File: src/design/itaf_pkg.sv
// Shared types and constants for the integer-to-ASCII formatter.
// No dependencies; every other file in design/ uses this package.
package itaf_pkg;

   localparam int VALUE_WIDTH = 16;
   localparam int BCD_DIGITS  = 5;
   localparam int BCD_WIDTH   = 4 * BCD_DIGITS;
   localparam int CONV_STEPS  = VALUE_WIDTH;

   // conversion selector codes
   localparam logic [1:0] FUNC_SDEC = 2'd0;
   localparam logic [1:0] FUNC_UDEC = 2'd1;
   localparam logic [1:0] FUNC_HEX  = 2'd2;

   // ASCII codes
   localparam logic [7:0] CHAR_ZERO  = 8'h30;
   localparam logic [7:0] CHAR_UPPER = 8'h41;
   localparam logic [7:0] CHAR_MINUS = 8'h2D;

   localparam logic [3:0] NIB_TEN    = 4'd10;

   // digit counts
   localparam logic [2:0] DEC_CHARS  = 3'd5;
   localparam logic [2:0] HEX_CHARS  = 3'd4;

   // controller -> datapath
   typedef struct packed {
      logic load;       // capture request payload
      logic bit_shift;  // one double-dabble step
      logic nib_shift;  // drop the top digit
      logic emit;       // load the output character register
      logic emit_sign;  // character is '-' instead of the top digit
      logic emit_last;  // mark this character as the final one
   } cmd_type;

   // datapath -> controller
   typedef struct packed {
      logic [1:0] mode;
      logic       neg;
      logic       top_zero;
   } status_type;

endpackage

File: src/design/itaf_channels.sv
// Handshake channel interfaces for the formatter: request and response.
// Depends on itaf_pkg for field widths.
interface itaf_req_if;
   logic                                valid;
   logic                                ready;
   logic [1:0]                          func;
   logic [itaf_pkg::VALUE_WIDTH-1:0]    value;

   modport source (output valid, output func, output value, input ready);
   modport sink   (input valid, input func, input value, output ready);
endinterface

interface itaf_rsp_if;
   logic       valid;
   logic       ready;
   logic [7:0] text_char;
   logic       last;

   modport source (output valid, output text_char, output last, input ready);
   modport sink   (input valid, input text_char, input last, output ready);
endinterface

File: src/design/itaf_datapath.sv
// Datapath: sign handling, bit-serial binary-to-BCD conversion, digit
// register and the output character register. Depends on itaf_pkg.
module itaf_datapath (
   input  logic                             clock,
   input  logic [1:0]                       in_func,
   input  logic [itaf_pkg::VALUE_WIDTH-1:0] in_value,
   input  itaf_pkg::cmd_type                cmd,
   output itaf_pkg::status_type             status,
   output logic [7:0]                       text_char,
   output logic                             last
);

   logic [1:0]                          mode_ff, mode_in;
   logic                                neg_ff, neg_in;
   logic [itaf_pkg::VALUE_WIDTH-1:0]    mag_ff, mag_in;
   logic [itaf_pkg::BCD_WIDTH-1:0]      dig_ff, dig_in;
   logic [7:0]                          char_ff, char_in;
   logic                                last_ff, last_in;
   logic [itaf_pkg::BCD_WIDTH-1:0]      adj;
   logic [3:0]                          top_nib;
   logic                                in_neg;

   assign in_neg  = (in_func == itaf_pkg::FUNC_SDEC) && in_value[itaf_pkg::VALUE_WIDTH-1];
   assign top_nib = dig_ff[itaf_pkg::BCD_WIDTH-1 -: 4];

   // add-3 correction on every BCD digit that is 5 or more
   always_comb begin
      for (int i = 0; i < itaf_pkg::BCD_DIGITS; i++) begin
         if (dig_ff[4*i +: 4] >= 4'd5) begin
            adj[4*i +: 4] = dig_ff[4*i +: 4] + 4'd3;
         end else begin
            adj[4*i +: 4] = dig_ff[4*i +: 4];
         end
      end
   end

   always_comb begin
      mode_in = mode_ff;
      neg_in  = neg_ff;
      mag_in  = mag_ff;
      dig_in  = dig_ff;
      char_in = char_ff;
      last_in = last_ff;
      if (cmd.load) begin
         mode_in = in_func;
         neg_in  = in_neg;
         mag_in  = in_neg ? (~in_value) + 16'd1 : in_value;
         if (in_func == itaf_pkg::FUNC_HEX) begin
            dig_in = {in_value, 4'd0};
         end else begin
            dig_in = '0;
         end
      end else if (cmd.bit_shift) begin
         dig_in = {adj[itaf_pkg::BCD_WIDTH-2:0], mag_ff[itaf_pkg::VALUE_WIDTH-1]};
         mag_in = {mag_ff[itaf_pkg::VALUE_WIDTH-2:0], 1'b0};
      end else if (cmd.nib_shift) begin
         dig_in = {dig_ff[itaf_pkg::BCD_WIDTH-5:0], 4'd0};
      end
      if (cmd.emit) begin
         last_in = cmd.emit_last;
         if (cmd.emit_sign) begin
            char_in = itaf_pkg::CHAR_MINUS;
         end else if (top_nib >= itaf_pkg::NIB_TEN) begin
            char_in = itaf_pkg::CHAR_UPPER + {4'd0, top_nib - itaf_pkg::NIB_TEN};
         end else begin
            char_in = itaf_pkg::CHAR_ZERO + {4'd0, top_nib};
         end
      end
   end

   always_ff @(posedge clock) begin
      mode_ff <= mode_in;
      neg_ff  <= neg_in;
      mag_ff  <= mag_in;
      dig_ff  <= dig_in;
      char_ff <= char_in;
      last_ff <= last_in;
   end

   assign status.mode     = mode_ff;
   assign status.neg      = neg_ff;
   assign status.top_zero = (top_nib == 4'd0);
   assign text_char       = char_ff;
   assign last            = last_ff;

endmodule

File: src/design/itaf_controller.sv
// Controller state machine: request handshake, conversion sequencing,
// leading-zero skip and output valid. Depends on itaf_pkg.
module itaf_controller (
   input  logic                 clock,
   input  logic                 reset,
   input  logic                 req_valid,
   output logic                 req_ready,
   output logic                 rsp_valid,
   input  logic                 rsp_ready,
   input  itaf_pkg::status_type status,
   output itaf_pkg::cmd_type    cmd
);

   typedef enum logic [5:0] {
      ST_IDLE   = 6'b000001,
      ST_DECODE = 6'b000010,
      ST_CONV   = 6'b000100,
      ST_ALIGN  = 6'b001000,
      ST_SIGN   = 6'b010000,
      ST_DIGIT  = 6'b100000
   } state_type;

   state_type  state_ff, state_in;
   logic [3:0] step_ff, step_in;
   logic [2:0] count_ff, count_in;
   logic       valid_ff, valid_in;
   logic       slot_free;

   assign slot_free = !valid_ff || rsp_ready;

   always_comb begin
      state_in = state_ff;
      step_in  = step_ff;
      count_in = count_ff;
      cmd      = '0;
      req_ready = 1'b0;
      case (state_ff)
         ST_IDLE: begin
            req_ready = 1'b1;
            if (req_valid) begin
               cmd.load = 1'b1;
               state_in = ST_DECODE;
            end
         end
         ST_DECODE: begin
            step_in = 4'd0;
            if (status.mode == itaf_pkg::FUNC_HEX) begin
               count_in = itaf_pkg::HEX_CHARS;
               state_in = ST_DIGIT;
            end else if (status.mode == itaf_pkg::FUNC_SDEC ||
                         status.mode == itaf_pkg::FUNC_UDEC) begin
               state_in = ST_CONV;
            end else begin
               state_in = ST_IDLE;    // unused selector: no text
            end
         end
         ST_CONV: begin
            cmd.bit_shift = 1'b1;
            step_in = step_ff + 4'd1;
            if (step_ff == 4'(itaf_pkg::CONV_STEPS - 1)) begin
               count_in = itaf_pkg::DEC_CHARS;
               state_in = ST_ALIGN;
            end
         end
         ST_ALIGN: begin
            // drop leading zeros, keep at least one digit
            if (status.top_zero && count_ff > 3'd1) begin
               cmd.nib_shift = 1'b1;
               count_in = count_ff - 3'd1;
            end else if (status.neg) begin
               state_in = ST_SIGN;
            end else begin
               state_in = ST_DIGIT;
            end
         end
         ST_SIGN: begin
            if (slot_free) begin
               cmd.emit      = 1'b1;
               cmd.emit_sign = 1'b1;
               state_in = ST_DIGIT;
            end
         end
         ST_DIGIT: begin
            if (slot_free) begin
               cmd.emit      = 1'b1;
               cmd.nib_shift = 1'b1;
               cmd.emit_last = (count_ff == 3'd1);
               count_in = count_ff - 3'd1;
               if (count_ff == 3'd1) begin
                  state_in = ST_IDLE;
               end
            end
         end
         default: begin
            state_in = ST_IDLE;
         end
      endcase
   end

   always_comb begin
      if (cmd.emit) begin
         valid_in = 1'b1;
      end else if (rsp_ready) begin
         valid_in = 1'b0;
      end else begin
         valid_in = valid_ff;
      end
   end

   always_ff @(posedge clock) begin
      if (reset) begin
         state_ff <= ST_IDLE;
         valid_ff <= 1'b0;
         step_ff  <= 4'd0;
         count_ff <= 3'd0;
      end else begin
         state_ff <= state_in;
         valid_ff <= valid_in;
         step_ff  <= step_in;
         count_ff <= count_in;
      end
   end

   assign rsp_valid = valid_ff;

endmodule

File: src/design/integer_to_ascii_formatter_unit.sv
// Top level of the integer-to-ASCII formatter: controller plus datapath.
// Depends on itaf_pkg, itaf_channels, itaf_controller, itaf_datapath.
//
// Each request transfer carries a 16-bit value and a selector (0 signed
// decimal, 1 unsigned decimal, 2 four-digit uppercase hex; 3 yields no
// text). The value's text leaves on the response channel one character per
// transfer, most significant first, with last set on the final character.
// One request is worked at a time. Hex captures and decodes the request,
// then emits one character per cycle while the response channel takes them.
// Decimal runs a bit-serial double-dabble conversion, one bit per cycle
// over all 16 bits of the magnitude, then skips one leading zero per cycle
// and leaves the skip, then emits the optional '-' and the digits one per
// cycle while the response channel takes them.
// The character register parts the two sides: a new request is taken as
// soon as the final character is loaded, even while it still waits.
// A stalled response channel simply holds the emitting states.
module integer_to_ascii_formatter_unit (
   input  logic        clock,
   input  logic        reset,
   itaf_req_if.sink    req_chan,
   itaf_rsp_if.source  rsp_chan
);

   itaf_pkg::cmd_type    cmd;
   itaf_pkg::status_type status;

   // sequencing: handshakes, step counts, leading-zero skip
   itaf_controller u_ctrl (
      .clock     (clock),
      .reset     (reset),
      .req_valid (req_chan.valid),
      .req_ready (req_chan.ready),
      .rsp_valid (rsp_chan.valid),
      .rsp_ready (rsp_chan.ready),
      .status    (status),
      .cmd       (cmd)
   );

   // payload: magnitude, BCD digits, output character
   itaf_datapath u_dp (
      .clock     (clock),
      .in_func   (req_chan.func),
      .in_value  (req_chan.value),
      .cmd       (cmd),
      .status    (status),
      .text_char (rsp_chan.text_char),
      .last      (rsp_chan.last)
   );

endmodule
File: src/flat_wrapper.sv
// flat-port wrapper written by rule: the top's interface ports become plain ports
module integer_to_ascii_formatter_unit_flat 
  (clock, reset, req_chan_valid, req_chan_func, req_chan_value, req_chan_ready, rsp_chan_valid, rsp_chan_text_char, rsp_chan_last, rsp_chan_ready);
  itaf_req_if req_chan_i ();
  itaf_rsp_if rsp_chan_i ();
  input  logic clock;
  input  logic reset;
  input wire logic [$bits(req_chan_i.valid)-1:0] req_chan_valid;
  input wire logic [$bits(req_chan_i.func)-1:0] req_chan_func;
  input wire logic [$bits(req_chan_i.value)-1:0] req_chan_value;
  output wire logic [$bits(req_chan_i.ready)-1:0] req_chan_ready;
  output wire logic [$bits(rsp_chan_i.valid)-1:0] rsp_chan_valid;
  output wire logic [$bits(rsp_chan_i.text_char)-1:0] rsp_chan_text_char;
  output wire logic [$bits(rsp_chan_i.last)-1:0] rsp_chan_last;
  input wire logic [$bits(rsp_chan_i.ready)-1:0] rsp_chan_ready;
  assign req_chan_i.valid = req_chan_valid;
  assign req_chan_i.func = req_chan_func;
  assign req_chan_i.value = req_chan_value;
  assign req_chan_ready = req_chan_i.ready;
  assign rsp_chan_valid = rsp_chan_i.valid;
  assign rsp_chan_text_char = rsp_chan_i.text_char;
  assign rsp_chan_last = rsp_chan_i.last;
  assign rsp_chan_i.ready = rsp_chan_ready;
  integer_to_ascii_formatter_unit u_core (.clock(clock), .reset(reset), .req_chan(req_chan_i), .rsp_chan(rsp_chan_i));
endmodule
File: config.mk
export PLATFORM = sky130hd
export DESIGN_NAME = integer_to_ascii_formatter_unit_flat
export DESIGN_NICKNAME = d
export VERILOG_FILES = /design/src/design/itaf_pkg.sv /design/src/design/itaf_channels.sv /design/src/design/itaf_datapath.sv /design/src/design/itaf_controller.sv /design/src/design/integer_to_ascii_formatter_unit.sv /design/src/flat_wrapper.sv
export SDC_FILE = /design/constraint.sdc
export NUM_CORES = 1
export LEC_CHECK = 0
export ABC_AREA = 1
export BUFFER_PORTS_ARGS = -buffer_cell sky130_fd_sc_hd__buf_2
export CORE_MARGIN = 2
export CORE_UTILIZATION = 30
export DETAILED_ROUTE_END_ITERATION = 12
export SYNTH_ARGS = -nofsm -noshare
export SYNTH_HDL_FRONTEND = slang
export SYNTH_SLANG_ARGS = --single-unit
File: constraint.sdc
create_clock -name clock -period 1.9 [get_ports clock]
set_input_delay 0.475 -clock clock [delete_from_list [all_inputs] [get_ports clock]]
set_output_delay 0.475 -clock clock [all_outputs]
set_load 0.01 [all_outputs]
==> results by stage <==
Detailed routing:
- The post-detailed-routing wire length is 8.80 mm.
- The met3 wirelength from detailed routing is 336 um.
- In the routed layout, each cell is associated on average with a via count of 4.68.
- After detailed routing, the average wire length per cell comes to 12.4 um.
- Summing over every cut layer, the via total after detailed routing is between 3000 and 4000.
- The count of nets left with antenna violations once routing finished came out at 0.
- The detailed-route DRC error count is 0.
- The post-route met1 wirelength is about 4 mm.
- The detailed router used layers up to and including met4.
- The number of iterations in the first detailed-routing pass is 4.
- Detailed routing placed a total of 4.20 mm of wire on met2.
- The initial DRC count is 133.

STA:
- The number of hold-slack violations in the final timing report came to 0.
- Setup repair after global routing left no endpoint under its margin.
- The clock period could shrink to 1.76 ns.
- The total count of max-transition violations in the final report is 0.
- The top achievable clock speed is 0.567 GHz.
- The tightest hold path in the finished design has a slack of 0.394 ns.
- The final worst-path cycle share is 0.929.
- The clock arrives with 0.00568 ns of skew.
- The final worst slack is about 0.14 ns.
- Setup violations remaining at the end of the flow were counted as 0.

Floorplanning:
- The area of the core region is 12600 um^2.
- The die covers roughly 14000 um^2.
- From left edge to right edge, the die measures 118 um.
- The starting density of the core is 0.308.
- The number of top-level pins is 33.
- Row generation in the floorplan step produced 41 rows.
- In this run the vertical extent of the chip is 118 um.

Hold path:
- The worst hold path stage count is 1.
- The worst hold path belongs to the class input pin to flop.

Power:
- The worst IR drop on VDD is 0.650 mV.
- The cell leakage power is 2.10 nW.
- The power per cell area is 1410 nW/um^2.

CTS:
- After clock tree synthesis, the clock-pin slew on the worst setup and hold paths is around 0.05 ns.
- The clock latency reported for the late side of the worst-skew pair is 0.33 ns.
- The deepest clock path buffer count is 2.
- The buffer cell driving the clock tree root is sky130_fd_sc_hd__clkbuf_16.
- TritonCTS built the clock tree.
- Hold repair after CTS inserted 0 buffers.
- The clock net in this run drives a total of approximately 60 sinks.
- The total CTS buffers is 9.
- The H-tree was split into 3 levels.

Status:
- The flow ran to the end, and the final reports show no timing, DRC or antenna violations.

Final layout:
- The area overhead of the layout relative to synthesis is 19.2%.
- The repair_antennas step left the layout with diodes totalling 0.
- Of the cells placed in the final design, the portion with a size suffix greater than 1 is 0.165.
- The final cell area excluding filler cells is between 4000 and 5000 um^2.
- The utilization after layout is 0.368.
- The final net count is 574.

Worst setup path:
- On the critical path the largest part of the delay comes from flip-flops.
- The critical path goes through nor2_4 -> nand4_4 -> buf_4 -> inv_1 -> buf_2.
- The standard cell with the maximum stage delay on the critical path is sky130_fd_sc_hd__dfxtp_1.
- The worst register-to-register path has a depth of 7.
- The arrival time at the worst endpoint is ~1.3 ns.
- The setup slack on the worst flop-to-flop path is 0.15 ns.
- The largest single stage delay on the critical path is 0.34 ns.
- The count of cell instances traversed by the critical path is 5.
- The critical path capture point type is an output pin.
- Together, buffers and inverters on the worst path number 3.
- Along the worst path, the maximum fanout reaches 4.
- The startpoint kind of the worst setup timing path is a flop.
- The kind of critical path is flop to output pin.
- For the worst setup path, the data required time is 1.42 ns.

GRT:
- The number of global-route vias before repair came to 3414.
- The initial antenna violation count is 0.
- Entering global routing, the biggest net connects 21 pins.
- Summed over all layers, the global routing overflow is 0.
- The first global-routing pass estimated 15.6 mm of wire.
- The global routing usage summed across all routing layers is 0.138.

Placement:
- Input and output buffers added on the ports amount to 31.
- The detailed-placement wirelength estimate is 6.68 mm.
- The worst setup timing slack at the placement stage is -0.0990 ns.
- The congestion estimate from routability-driven global placement came to roughly 0.82.
- Once placement finished, the instance area stood at 4350 um^2.

Logic synthesis:
- The number of distinct library cells after synthesis is 36.
- The Yosys step of the flow raised 0 warnings.
- Counting every net in the synthesized netlist gives 528.
- The number of instances in the synthesized netlist is 488.
- The combined area of all synthesized cells is 3890 um^2.
- The sequential area share after synthesis is 0.435.
- In this run, synthesis produced a sequential element count of 61.
- Averaged over all synthesized cells, the footprint is 7.98 um^2.

Job:
- The count of max-cap constraint violations is 0.
[cell families after synthesis]
kind of cell,synth area share
xor+xnor,0.0315
buf+inv,0.0823
compound gates,0.118
simple gates,0.273
mux,0.00257
other cells,0.000963
fa+ha+maj,0.0579
flops,0.435
[power breakdown]
group	internal (W)	switching (W)
Combinational	0.00100	0.00164
Sequential	0.00212	0.000294
Clock	0.000949	0.000551
[metrics by stage]
stage                     std cells  power, W  setup TNS, ns
after global placement          694   0.00494        -0.0948
final                           711   0.00656              0
after CTS                       710   0.00658              0
after detailed placement        694   0.00505          -1.06
after global routing            711   0.00711              0
after floorplan                 488   0.00427              0
[cell usage after synthesis]
library cell | number | area [um^2]
sky130_fd_sc_hd__nand2_1 | 133 | 499
sky130_fd_sc_hd__inv_1 | 68 | 255
sky130_fd_sc_hd__nor2_1 | 49 | 184
sky130_fd_sc_hd__edfxtp_1 | 47 | 1410
sky130_fd_sc_hd__nand3_1 | 37 | 185
sky130_fd_sc_hd__o21ai_0 | 24 | 120
sky130_fd_sc_hd__ha_1 | 18 | 225
sky130_fd_sc_hd__a21oi_1 | 17 | 85.1
sky130_fd_sc_hd__dfxtp_1 | 14 | 280
sky130_fd_sc_hd__xor2_1 | 13 | 114
sky130_fd_sc_hd__o211ai_2 | 10 | 125
sky130_fd_sc_hd__nor2_2 | 9 | 56.3
sky130_fd_sc_hd__buf_2 | 7 | 35.0
sky130_fd_sc_hd__nand4_1 | 7 | 43.8
sky130_fd_sc_hd__a31oi_1 | 6 | 37.5
sky130_fd_sc_hd__o211ai_1 | 5 | 37.5
sky130_fd_sc_hd__inv_2 | 3 | 11.3
sky130_fd_sc_hd__nand2_2 | 2 | 12.5
sky130_fd_sc_hd__o221ai_1 | 2 | 17.5
sky130_fd_sc_hd__a211oi_1 | 1 | 7.51
sky130_fd_sc_hd__a22oi_1 | 1 | 7.51
sky130_fd_sc_hd__and2_1 | 1 | 6.26
sky130_fd_sc_hd__buf_4 | 1 | 7.51
sky130_fd_sc_hd__buf_6 | 1 | 11.3
sky130_fd_sc_hd__conb_1 | 1 | 3.75
sky130_fd_sc_hd__mux2i_1 | 1 | 10.0
sky130_fd_sc_hd__nand3_2 | 1 | 10.0
sky130_fd_sc_hd__nand4_4 | 1 | 21.3
sky130_fd_sc_hd__nor2_4 | 1 | 11.3
sky130_fd_sc_hd__nor2_8 | 1 | 20.0
sky130_fd_sc_hd__nor3_1 | 1 | 5.00
sky130_fd_sc_hd__o21a_1 | 1 | 7.51
sky130_fd_sc_hd__o21ai_1 | 1 | 5.00
sky130_fd_sc_hd__o31ai_1 | 1 | 7.51
sky130_fd_sc_hd__or2_2 | 1 | 6.26
sky130_fd_sc_hd__xnor2_1 | 1 | 8.76
[registers in the layout, indices dropped and copies added, names as in the netlist]
signal,flops
u_core.u_dp.dig_ff,20
u_core.u_dp.mag_ff,16
u_core.u_dp.text_char,7
u_core.u_ctrl.state_ff,6
u_core.u_ctrl.step_ff,4
u_core.u_ctrl.count_ff,3
u_core.u_dp.mode_ff,2
u_core.u_ctrl.rsp_valid,1
u_core.u_dp.last,1
u_core.u_dp.neg_ff,1
[cell type report]
class,instances,area (um^2)
clock buffers,14,264
clock inverters,2,10.0
fillers,1320,7980
inverters,71,267
multi-input cells,347,1900
flip-flops and latches,61,1690
well taps,172,215
repair buffers,44,290
[worst paths after layout]
path / start / to
min: req_chan_func[0] / u_core.u_dp.mode_ff[0]
min reg2reg: u_core.u_ctrl.step_ff[3] / u_core.u_ctrl.step_ff[3]
max: u_core.u_ctrl.state_ff[2] / req_chan_ready
max reg2reg: u_core.u_dp.dig_ff[16] / u_core.u_dp.dig_ff[10]
[what timing repair did]
item,4_1_cts,5_1_grt
setup buffers,0,1
setup endpoints to repair,0,41
gates resized for setup,0,3
[layer usage]
layer / vias to the layer above / GRT usage
li1: 1706 / -
met2: 79 / 0.232
met4: 0 / 0.0678
met5: - / 0
met3: 26 / 0.0286
met1: 1518 / 0.167
[layout by cell type (no fill, tap or decap), types with 6 or more instances in the layout]
| cell type | n |
|---|---|
| sky130_fd_sc_hd__nand2_1 | 133 |
| sky130_fd_sc_hd__inv_1 | 67 |
| sky130_fd_sc_hd__nor2_1 | 49 |
| sky130_fd_sc_hd__edfxtp_1 | 47 |
| sky130_fd_sc_hd__nand3_1 | 36 |
| sky130_fd_sc_hd__buf_2 | 31 |
| sky130_fd_sc_hd__o21ai_0 | 24 |
| sky130_fd_sc_hd__ha_1 | 18 |
| sky130_fd_sc_hd__a21oi_1 | 17 |
| sky130_fd_sc_hd__dfxtp_1 | 14 |
| sky130_fd_sc_hd__xor2_1 | 13 |
| sky130_fd_sc_hd__o211ai_2 | 10 |
| sky130_fd_sc_hd__buf_4 | 10 |
| sky130_fd_sc_hd__clkbuf_16 | 9 |
| sky130_fd_sc_hd__nor2_2 | 7 |
| sky130_fd_sc_hd__nand4_1 | 7 |
| sky130_fd_sc_hd__a31oi_1 | 6 |
Power figures use the tool's default switching activity.
